==> src/nirw_pkg.sv <==
// ----------------------------------------------------------------------------
// nirw_pkg: shared types and constants
// Item formats, status codes and window sizing for the nonce/replay block.
// ----------------------------------------------------------------------------
`default_nettype none

package nirw_pkg;

    localparam int WINDOW_BITS = 64;
    localparam int IDX_W       = $clog2(WINDOW_BITS);
    localparam int SEQ_W       = 63;
    localparam int NONCE_W     = 64;
    localparam int NONCE_BYTES = 8;
    localparam int ADDR_W      = 4;
    localparam int DATA_W      = 32;

    localparam logic OP_SEND = 1'b0;
    localparam logic OP_RECV = 1'b1;

    localparam logic [1:0] REG_IS_SERVER    = 2'd0;
    localparam logic [1:0] REG_MTU_BYTES    = 2'd1;
    localparam logic [1:0] REG_CIPHER_ADDED = 2'd2;

    typedef enum logic [2:0] {
        ST_OK        = 3'd0,
        ST_TOO_LARGE = 3'd1,
        ST_EXHAUSTED = 3'd2,
        ST_BAD_DIR   = 3'd3,
        ST_REPLAY    = 3'd4
    } t_status;

    typedef struct packed {
        logic                 opcode;
        logic [15:0]          byte_length;
        logic [NONCE_W-1:0]   received_nonce;
    } t_in_item;

    typedef struct packed {
        t_status              status;
        logic [NONCE_W-1:0]   issued_nonce;
        logic                 newest;
    } t_out_item;

    typedef struct packed {
        logic        is_server;
        logic [15:0] mtu_bytes;
        logic [7:0]  cipher_added_bytes;
    } t_cfg;

endpackage

`default_nettype wire

==> src/nirw_cfg.sv <==
// ----------------------------------------------------------------------------
// nirw_cfg: configuration registers
// APB-style register file for side, MTU and cipher overhead.
// ----------------------------------------------------------------------------
`default_nettype none

module nirw_cfg (
    input  wire logic                       i_clk,
    input  wire logic                       i_rst_n,
    input  wire logic                       psel,
    input  wire logic                       penable,
    input  wire logic                       pwrite,
    input  wire logic [nirw_pkg::ADDR_W-1:0] paddr,
    input  wire logic [nirw_pkg::DATA_W-1:0] pwdata,
    output logic      [nirw_pkg::DATA_W-1:0] prdata,
    output logic                            pready,
    output nirw_pkg::t_cfg                  o_cfg
);
    import nirw_pkg::*;

    t_cfg r_cfg;
    logic w_wr;

    assign pready = 1'b1;
    assign w_wr   = psel && penable && pwrite;
    assign o_cfg  = r_cfg;

    always_ff @(posedge i_clk) begin
        if (!i_rst_n) begin
            r_cfg.is_server          <= 1'b0;
            r_cfg.mtu_bytes          <= 16'd1400;
            r_cfg.cipher_added_bytes <= 8'd16;
        end else if (w_wr) begin
            unique case (paddr[3:2])
                REG_IS_SERVER:    r_cfg.is_server          <= pwdata[0];
                REG_MTU_BYTES:    r_cfg.mtu_bytes          <= pwdata[15:0];
                REG_CIPHER_ADDED: r_cfg.cipher_added_bytes <= pwdata[7:0];
                default: ;
            endcase
        end
    end

    always_comb begin
        unique case (paddr[3:2])
            REG_IS_SERVER:    prdata = {31'd0, r_cfg.is_server};
            REG_MTU_BYTES:    prdata = {16'd0, r_cfg.mtu_bytes};
            REG_CIPHER_ADDED: prdata = {24'd0, r_cfg.cipher_added_bytes};
            default:          prdata = '0;
        endcase
    end

endmodule

`default_nettype wire

==> src/nirw_proc.sv <==
// ----------------------------------------------------------------------------
// nirw_proc: nonce issue and replay window core
// Holds the send counter and receive window; computes one result per item.
// ----------------------------------------------------------------------------
`default_nettype none

module nirw_proc (
    input  wire logic               i_clk,
    input  wire logic               i_rst_n,
    input  wire logic               i_fire,
    input  wire nirw_pkg::t_in_item i_item,
    input  wire nirw_pkg::t_cfg     i_cfg,
    output nirw_pkg::t_out_item     o_result
);
    import nirw_pkg::*;

    logic [NONCE_W-1:0]     r_counter;
    logic [NONCE_W-1:0]     n_counter;
    logic [SEQ_W-1:0]       r_high;
    logic [SEQ_W-1:0]       n_high;
    logic [WINDOW_BITS-1:0] r_bitmap;
    logic [WINDOW_BITS-1:0] n_bitmap;

    logic [16:0]            w_send_len;
    logic [SEQ_W-1:0]       w_seq;
    logic [SEQ_W-1:0]       w_adv;
    logic [SEQ_W-1:0]       w_dist;
    logic [IDX_W-1:0]       w_adv_idx;
    logic [IDX_W-1:0]       w_dist_idx;

    assign w_send_len = {1'b0, i_item.byte_length} + 17'(NONCE_BYTES)
                      + {9'd0, i_cfg.cipher_added_bytes};
    assign w_seq      = i_item.received_nonce[SEQ_W-1:0];
    assign w_adv      = w_seq - r_high;
    assign w_dist     = r_high - w_seq;
    assign w_adv_idx  = w_adv[IDX_W-1:0];
    assign w_dist_idx = w_dist[IDX_W-1:0];

    always_comb begin
        o_result  = '0;
        n_counter = r_counter;
        n_high    = r_high;
        n_bitmap  = r_bitmap;
        if (i_item.opcode == OP_SEND) begin
            if (w_send_len > {1'b0, i_cfg.mtu_bytes}) begin
                o_result.status = ST_TOO_LARGE;
            end else if (r_counter[NONCE_W-1]) begin
                o_result.status = ST_EXHAUSTED;
            end else begin
                o_result.issued_nonce = {i_cfg.is_server, r_counter[SEQ_W-1:0]};
                n_counter             = r_counter + 64'd1;
            end
        end else begin
            if (i_item.byte_length > i_cfg.mtu_bytes) begin
                o_result.status = ST_TOO_LARGE;
            end else if (i_item.received_nonce[NONCE_W-1] == i_cfg.is_server
                         || w_seq == '0) begin
                o_result.status = ST_BAD_DIR;
            end else if (w_seq > r_high) begin
                if (w_adv >= SEQ_W'(WINDOW_BITS)) begin
                    n_bitmap = '0;
                end else begin
                    n_bitmap = r_bitmap << w_adv_idx;
                end
                n_bitmap[0]     = 1'b1;
                n_high          = w_seq;
                o_result.newest = 1'b1;
            end else if (w_dist >= SEQ_W'(WINDOW_BITS) || r_bitmap[w_dist_idx]) begin
                o_result.status = ST_REPLAY;
            end else begin
                n_bitmap[w_dist_idx] = 1'b1;
            end
        end
    end

    always_ff @(posedge i_clk) begin
        if (!i_rst_n) begin
            r_counter <= 64'd1;
            r_high    <= '0;
            r_bitmap  <= '0;
        end else if (i_fire) begin
            r_counter <= n_counter;
            r_high    <= n_high;
            r_bitmap  <= n_bitmap;
        end
    end

endmodule

`default_nettype wire

==> src/nonce_issue_and_replay_window.sv <==
// ----------------------------------------------------------------------------
// nonce_issue_and_replay_window: per-hop nonce issue and anti-replay window
// Each item passes the input register, then the result register. Throughput: one item per
// cycle while the result side is not stalled, set by the single compare/subtract/shift pass
// between them. Synchronous reset clears valid flags and window, sets the send counter to 1.
// ----------------------------------------------------------------------------
`default_nettype none

module nonce_issue_and_replay_window (
    input  wire logic                        i_clk,
    input  wire logic                        i_rst_n,
    input  wire logic                        i_in_valid,
    output logic                             o_in_stall,
    input  wire nirw_pkg::t_in_item          i_in_item,
    output logic                             o_out_valid,
    input  wire logic                        i_out_stall,
    output nirw_pkg::t_out_item              o_out_item,
    input  wire logic                        psel,
    input  wire logic                        penable,
    input  wire logic                        pwrite,
    input  wire logic [nirw_pkg::ADDR_W-1:0] paddr,
    input  wire logic [nirw_pkg::DATA_W-1:0] pwdata,
    output logic      [nirw_pkg::DATA_W-1:0] prdata,
    output logic                             pready
);
    import nirw_pkg::*;

    t_cfg      w_cfg;
    t_in_item  r_in;
    logic      r_in_valid;
    t_out_item w_result;
    t_out_item r_out;
    logic      r_out_valid;
    logic      w_fire;

    assign w_fire      = r_in_valid && (!r_out_valid || !i_out_stall);
    assign o_in_stall  = r_in_valid && !w_fire;
    assign o_out_valid = r_out_valid;
    assign o_out_item  = r_out;

    nirw_cfg u_cfg (
        .i_clk   (i_clk),
        .i_rst_n (i_rst_n),
        .psel    (psel),
        .penable (penable),
        .pwrite  (pwrite),
        .paddr   (paddr),
        .pwdata  (pwdata),
        .prdata  (prdata),
        .pready  (pready),
        .o_cfg   (w_cfg)
    );

    nirw_proc u_proc (
        .i_clk    (i_clk),
        .i_rst_n  (i_rst_n),
        .i_fire   (w_fire),
        .i_item   (r_in),
        .i_cfg    (w_cfg),
        .o_result (w_result)
    );

    always_ff @(posedge i_clk) begin
        if (!i_rst_n) begin
            r_in_valid <= 1'b0;
        end else if (!o_in_stall) begin
            r_in_valid <= i_in_valid;
        end
    end

    always_ff @(posedge i_clk) begin
        if (i_in_valid && !o_in_stall) begin
            r_in <= i_in_item;
        end
    end

    always_ff @(posedge i_clk) begin
        if (!i_rst_n) begin
            r_out_valid <= 1'b0;
        end else if (w_fire) begin
            r_out_valid <= 1'b1;
        end else if (!i_out_stall) begin
            r_out_valid <= 1'b0;
        end
    end

    always_ff @(posedge i_clk) begin
        if (w_fire) begin
            r_out <= w_result;
        end
    end

`ifndef SYNTHESIS
    a_issue_only_ok: assert property (@(posedge i_clk) disable iff (!i_rst_n)
        o_out_valid && o_out_item.status != ST_OK |-> o_out_item.issued_nonce == '0)
        else $error("nonce issued on a rejected item");

    a_newest_only_ok: assert property (@(posedge i_clk) disable iff (!i_rst_n)
        o_out_valid && o_out_item.newest |-> o_out_item.status == ST_OK)
        else $error("newest flagged on a rejected item");

    a_stall_cause: assert property (@(posedge i_clk) disable iff (!i_rst_n)
        o_in_stall |-> o_out_valid && i_out_stall)
        else $error("input stalled without a stalled result");

    a_fire_loads: assert property (@(posedge i_clk) disable iff (!i_rst_n)
        w_fire |=> o_out_valid)
        else $error("processed item did not reach the result register");
`endif

endmodule

`default_nettype wire

==> config.mk <==
export PLATFORM = sky130hd
export DESIGN_NAME = nonce_issue_and_replay_window
export DESIGN_NICKNAME = d
export VERILOG_FILES = /design/src/nirw_pkg.sv /design/src/nirw_cfg.sv /design/src/nirw_proc.sv /design/src/nonce_issue_and_replay_window.sv
export SDC_FILE = /design/constraint.sdc
export NUM_CORES = 1
export LEC_CHECK = 0
export BUFFER_PORTS_ARGS = -buffer_cell sky130_fd_sc_hd__buf_4
export CAP_MARGIN = 25
export CELL_PAD_IN_SITES_DETAIL_PLACEMENT = 2
export CELL_PAD_IN_SITES_GLOBAL_PLACEMENT = 2
export CORE_MARGIN = 2
export CORE_UTILIZATION = 24
export CTS_CLUSTER_SIZE = 28
export DETAILED_ROUTE_END_ITERATION = 12
export HOLD_SLACK_MARGIN = 0.03
export PLACE_DENSITY = 0.59
export SLEW_MARGIN = 20
export SYNTH_ARGS = -nofsm -noshare
export SYNTH_HDL_FRONTEND = slang
export SYNTH_HIERARCHICAL = 1
export SYNTH_SLANG_ARGS = --single-unit
==> constraint.sdc <==
create_clock -name i_clk -period 7.4 [get_ports i_clk]
set_clock_uncertainty 0.2 [all_clocks]
set_input_delay 1.11 -clock i_clk [delete_from_list [all_inputs] [get_ports i_clk]]
set_output_delay 1.11 -clock i_clk [all_outputs]
set_load 0.1 [all_outputs]
# --- After elaboration in Yosys (flattened, before gate mapping) ---
# Cells that the tools add are included.
# Widths: inputs -> output; s select.
classes:
  addsub: 5
  magnitude_cmp: 7
  n_eq_ne: 5
  shifts: 1
  mux: 19
  bitwise_logic: 6
  reduce_logical: 24
op_table:
  columns: ["operator", "n"]
  rows:
  - ["$mux 64", 4]
  - ["$ge 63x7->1 const B", 2]
  - ["$sub 63x63->63", 2]
  - ["$add 64x1->64 const B", 1]
  - ["$or 64x64->64", 1]
  - ["$shl 64x6->64", 1]
  - ["$gt 63x63->1", 1]
  - ["$logic_not 63->1", 1]
  - ["$pmux 16 s3", 1]
  - ["$mux 3", 6]
  - ["$add 16x4->17 const B", 1]
  - ["$add 17x8->17", 1]
  - ["$gt 17x16->1", 1]
  - ["$gt 16x16->1", 1]
  - ["$reduce_and 5->1", 2]
  - ["$lt 6x7->1 const B", 1]
  - ["$bmux 1 s6", 1]
  - ["$demux 1 s6", 1]
  - ["$ge 6x1->1 const B", 1]
  - ["$logic_and 1x1->1", 6]
  - ["$reduce_and 2->1", 3]
  - ["$reduce_or 3->1", 2]
  - ["$mux 1", 5]
  - ["$not 1->1", 5]
  - ["other kinds (10)", 16]
totals:
  register_bits: 367
  in_bits: 124
  output_inout_bits: 103
  wordCells: 82

# --- Depth between registers and ports, before layout ---
depth:
  depth_word: 9
  ltp_mapped: 26
  depth_no_buf: 24

# --- Cells and area by module ---
# The synthesis kept the hierarchy.
by_module_without_submodules:
  columns: ["mod", "n_inst", "cells_each", "area_per_inst_um2", "seq_area_each_um2"]
  rows:
  - ["nirw_proc", 1, 3483, 24619.9, 3823.7]
  - ["nonce_issue_and_replay_window", 1, 157, 4558.1, 4514.3]
  - ["nirw_cfg", 1, 151, 1301.2, 500.5]

# --- Worst setup path before layout ---
# No wires, ideal clock.
synth_path:
  path_type: "input -> register"
  startpoint: "input port i_out_stall"
  endpoint: "register u_proc.r_bitmap[57]"
  setup_time_ps: 122
  arrival_ps: 7771
  t_required_ps: 7078
  slack_ps: -692
  path_stages: 8
  path_buffers: 4
  cell_sequence: "a21boi_0 > clkbuf_1 > and3_1 > clkbuf_1 > clkbuf_1 > clkbuf_1 > o32ai_1 > o311a_1"
synth_via:
  elab_chain_len: 4
synth_lines:
  columns: ["item", "line_no", "rtl"]
  rows:
  - ["start: declaration", "nonce_issue_and_replay_window.sv:16", "input wire logic i_out_stall,"]
  - ["$logic_not 1->1", null, null]
  - ["$logic_or 1x1->1", "nonce_issue_and_replay_window.sv:36", "assign w_fire = r_in_valid && (!r_out_valid || !i_out_stall);"]
  - ["$logic_and 1x1->1", "nonce_issue_and_replay_window.sv:36", null]
  - ["$reduce_and 5->1 (no source line)", null, null]
  - ["end signal: assignment", "nirw_proc.sv:84", "r_bitmap <= n_bitmap;"]
  - ["end: declaration", "nirw_proc.sv:21", "logic [WINDOW_BITS-1:0] r_bitmap;"]
# Every way passes these cells.
# A chain may end at the register's enable or synchronous reset.

# --- Worst setup path after layout ---
layout_path:
  startpoint: "register r_in[0] (netlist bit)"
  endpoint: "register u_proc.r_bitmap[23]"
layout_via:
  elab_chain_len: 8
  word_cells_on_any_way: 23
  cone_classes: "add/sub (2); order compare (5); eq/ne (1); shift (1); mux (7); bitwise (2); reduce/logical (5)"
layout_lines:
  columns: ["item", "line_no", "rtl"]
  rows:
  - ["start: declaration", "nonce_issue_and_replay_window.sv:29", "t_in_item r_in;"]
  - ["start signal: assignment", "nonce_issue_and_replay_window.sv:73", "r_in <= i_in_item;"]
  - ["branches (longest 8 deep; another with $sub 63x63->63)", null, null]
# Parallel ways; which one is timed is not known. The select of a mux whose other input is x is not followed.

==> results by group <==
Logic synthesis
  – Sequential fraction of the synthesis area: 29.00%
  – Synth unique cells: 99
  – EDFF count, synth: 149
  – Yosys warns: 6
  – Register bit total from synthesis: 367
  – Post-Synthesis Cells: 3,791
  – Synth Cell Area: 30,480 um^2
  – FFs w/ async S/R, synth: 0%
  – Post-synth top flop: dfxtp_1
  – Post-Synthesis Mean Instance Area: 8.040 um^2

Outcome
  – Outcome: completed

Placed design
  – Routability cong.: 0.9409
  – Cell Area, Placed: 33,650 um^2
  – Post-DP HPWL: 111.7 mm
  – Port-buffer cells: 191
  – Pre-CTS WS: 1059 ps
  – Inst Count DP: 5,461

STA
  – Slew headroom: 27.61%
  – Final worst-path cycle share: 88.93%
  – Sum Neg Setup Slack: 0 ps
  – Max Fclk: 152.0 MHz
  – Count of final setup violators: 0
  – Final hold violation count: 0
  – Setup ws final: 819.2 ps
  – Actual slew at the worst max-slew pin: 1058 ps
  – Unrepaired setup endpoints after global routing: false
  – Fin. max-slew vios: 0
  – Post-route minimum period: 6581 ps

Pwr
  – Comb pwr share: 23.4%
  – VDD IR max: 0.1907 mV
  – Switching part of the total power: 35.40%
  – Clock share of power: 40.2%
  – Leak: 13.28 nW
  – Power Dens Cells: 172.4 nW/um^2
  – Internal Power: 3.933 mW
  – Sequential share of power: 36.4%
  – Final Total Pwr: 6.087 mW
  – Net load switching power: 2.155 mW

Cells and area
  – Share of cells above drive strength 1: 11.96%
  – Layout net count: 4,165
  – Non-Filler Instances: 5,558
  – Final instance area: 35,300 um^2
  – Syn-to-layout area delta: 15.83%

Route
  – Via count: 30,650
  – Wire length per cell: 26.19 um
  – DRT iter0 DRCs: 2,267
  – Via count normalized by instance count: 5.514
  – Detail Route Antenna Nets: 0
  – Drt total wl: 145.5 mm
  – Post-route DRC: 0
  – Pre-antenna DRT Iters: 6

Global route
  – Vias in the first global route: 31,630
  – Maximum number of pins on one net before global-route repair: 87
  – Met1 Resource Use GR: 30.42%
  – GR Util met2: 35.24%
  – Total gr overflow: 0
  – Initial antenna violation count: 3
  – First-pass GRT wire length: 216.3 mm
  – GR Util All Layers: 21.75%
  – Layer with the highest usage: met2
  – Met3 GRT Util: 3.605%

Clock network
  – Clock transition at the registers of the reported paths: 60 ps
  – Post CTS Setup Buffer Count: 0
  – Clock tree sinks: 367
  – H-tree depth: 2
  – Max Root-Sink Buffers: 3
  – Clock Tree Root: clkbuf_16
  – Worst-Skew Late Latency: 670 ps
  – CTS Buf Count: 50
  – CTS tree: yes
  – Hold-fix buffers at CTS: 0
  – PostCTS Resize Cnt: 0

Critical path
  – Worst r2r src: r_in[0]
  – Worst setup startpoint: r_in[0]
  – Required time of the critical path: 7750 ps
  – Setup CP Type: flop to flop
  – CP Capture Type: flop
  – Worst EP arrival: 6930 ps
  – CP Max Fanout: 65
  – CP startpoint kind: flop

Floorplanning
  – IO Pins: 227
  – Die H: 360.4 um
  – Core area: 125,900 um^2
  – Initial Util: 24.21%
  – Die area: 129,900 um^2
  – Die X: 360.4 um
  – Core Rows: 130

Min path
  – Hold Crit Start: u_proc/r_high[62]
  – Hold Crit Class: flop to flop

Flow run
  – Max Cap Violations: 0
==> layer usage <==
metal  up-vias  wire, um
li1      14080         -
met1     15580     69060
met2       836     65680
met3       144      8224
met4         6      2543
met5         -        44
==> Yosys cell counts, types with 37 or more instances <==
cell type | n | share of area (%)
a21oi_1 | 351 | 5.8
buf_2 | 48 | 0.79
xor2_1 | 45 | 1.3
nor4_1 | 70 | 1.4
inv_1 | 203 | 2.5
and2_1 | 84 | 1.7
ha_1 | 174 | 7.1
a31oi_1 | 43 | 0.88
o21ai_0 | 202 | 3.3
nor3_1 | 101 | 1.7
mux4_2 | 44 | 3.3
o211ai_1 | 46 | 1.1
edfxtp_1 | 149 | 15
nor2_1 | 299 | 3.7
nand4_1 | 91 | 1.9
nand3_1 | 109 | 1.8
a21o_1 | 61 | 1.5
dfxtp_1 | 218 | 14
xnor2_1 | 98 | 2.8
mux2i_1 | 132 | 4.3
nand2_1 | 436 | 5.4
clkbuf_1 | 165 | 2.0
o31ai_1 | 37 | 0.91
==> metrics by stage <==
stage | util [%] | hold slack [ps]
finish | 28.04 | 264.5
global route | 28.04 | 299.6
CTS | 28.03 | 266.4
detailed placement | 26.73 | 258.3
global placement | 26.73 | 245.6
floorplan | - | 236.3
==> power by group through the flow <==
stage	combinational [mW]	sequential, mW	clock, mW
3_3_place_gp	1.38	2.26	0
3_5_place_dp	1.40	2.26	0
2_1_floorplan	0.778	2.37	0
6_report	1.42	2.22	2.45
5_1_grt	1.51	2.22	2.61
4_1_cts	1.41	2.22	2.55
==> area by class of cell <==
type,count,area [um^2]
Clock inverter,31,311.5
Clock buffer,63,1320
Timing Repair Buffer,266,2044
Sequential cell,367,8838
Inverter,203,764.5
Tap cell,1650,2064
Fill cell,14580,90590
Multi-Input combinational cell,2976,19950
Antenna cell,2,5.005
==> flip-flops by register name, summed over array words and instances (netlist names) <==
signal,cells
u_proc/r_bitmap,64
r_in_valid,1
u_proc/r_counter,64
u_proc/r_high,63
u_cfg/o_cfg,25
o_out_valid,1
o_out_item,68
r_in,81
==> cells by family (layout without fill, tap and decap cells) <==
| family | Yosys count | after routing | share of synthesized area, % |
|---|---|---|---|
| AOI/OAI and AO/OA | 1068 | 1068 | 22.89 |
| adders and majority gates | 177 | 177 | 7.340 |
| buffers and inverters | 463 | 563 | 6.478 |
| muxes | 191 | 191 | 8.140 |
| other | 2 | 19 | 0.02464 |
| xor gates and xnor gates | 143 | 143 | 4.109 |
| and+or+nand+nor | 1380 | 1380 | 22.02 |
| DFF | 367 | 367 | 29.00 |
==> cell usage in the layout, fill, tap and decap left out, types with 26 or more instances in the layout <==
cell / instances
a21o_1: 61
a31oi_1: 43
and2_1: 84
inv_1: 202
nor3_1: 101
a211oi_1: 28
nand4_1: 91
clkbuf_16: 50
and3_1: 29
mux2i_1: 132
or3_1: 29
buf_4: 261
nor4_1: 67
a21oi_1: 351
ha_1: 173
nand3_1: 108
o211ai_1: 46
xor2_1: 40
o21a_1: 26
nand2_1: 436
dfxtp_1: 218
xnor2_1: 94
edfxtp_1: 149
o21ai_0: 202
mux4_2: 44
o31ai_1: 37
nor2_1: 299
==> final timing paths <==
kind / slack (ps) / endpoint / depth (start not counted)
setup / recovery: 820 / u_proc/r_bitmap[23] / 16
setup reg to reg: 820 / u_proc/r_bitmap[23] / 16
hold reg to reg: 260 / u_proc/r_high[62] / 2
hold / removal: 260 / u_proc/r_high[62] / 2
==> worst max-delay path: stages (launching register included) <==
cell and delay (ps):
edfxtp_1 480, ha_1 250, inv_1 60, fa_1 490
xor2_2 520, mux4_2 580, a2111oi_0 950, a2111oi_0 150
buf_4 210, nor4_1 210, nand4_1 150, nor4_1 560
nand4b_1 420, nor4_4 450, buf_12 380, nor3_1 90
a311oi_1 290
No activity file was read; power rests on OpenSTA's default activity.
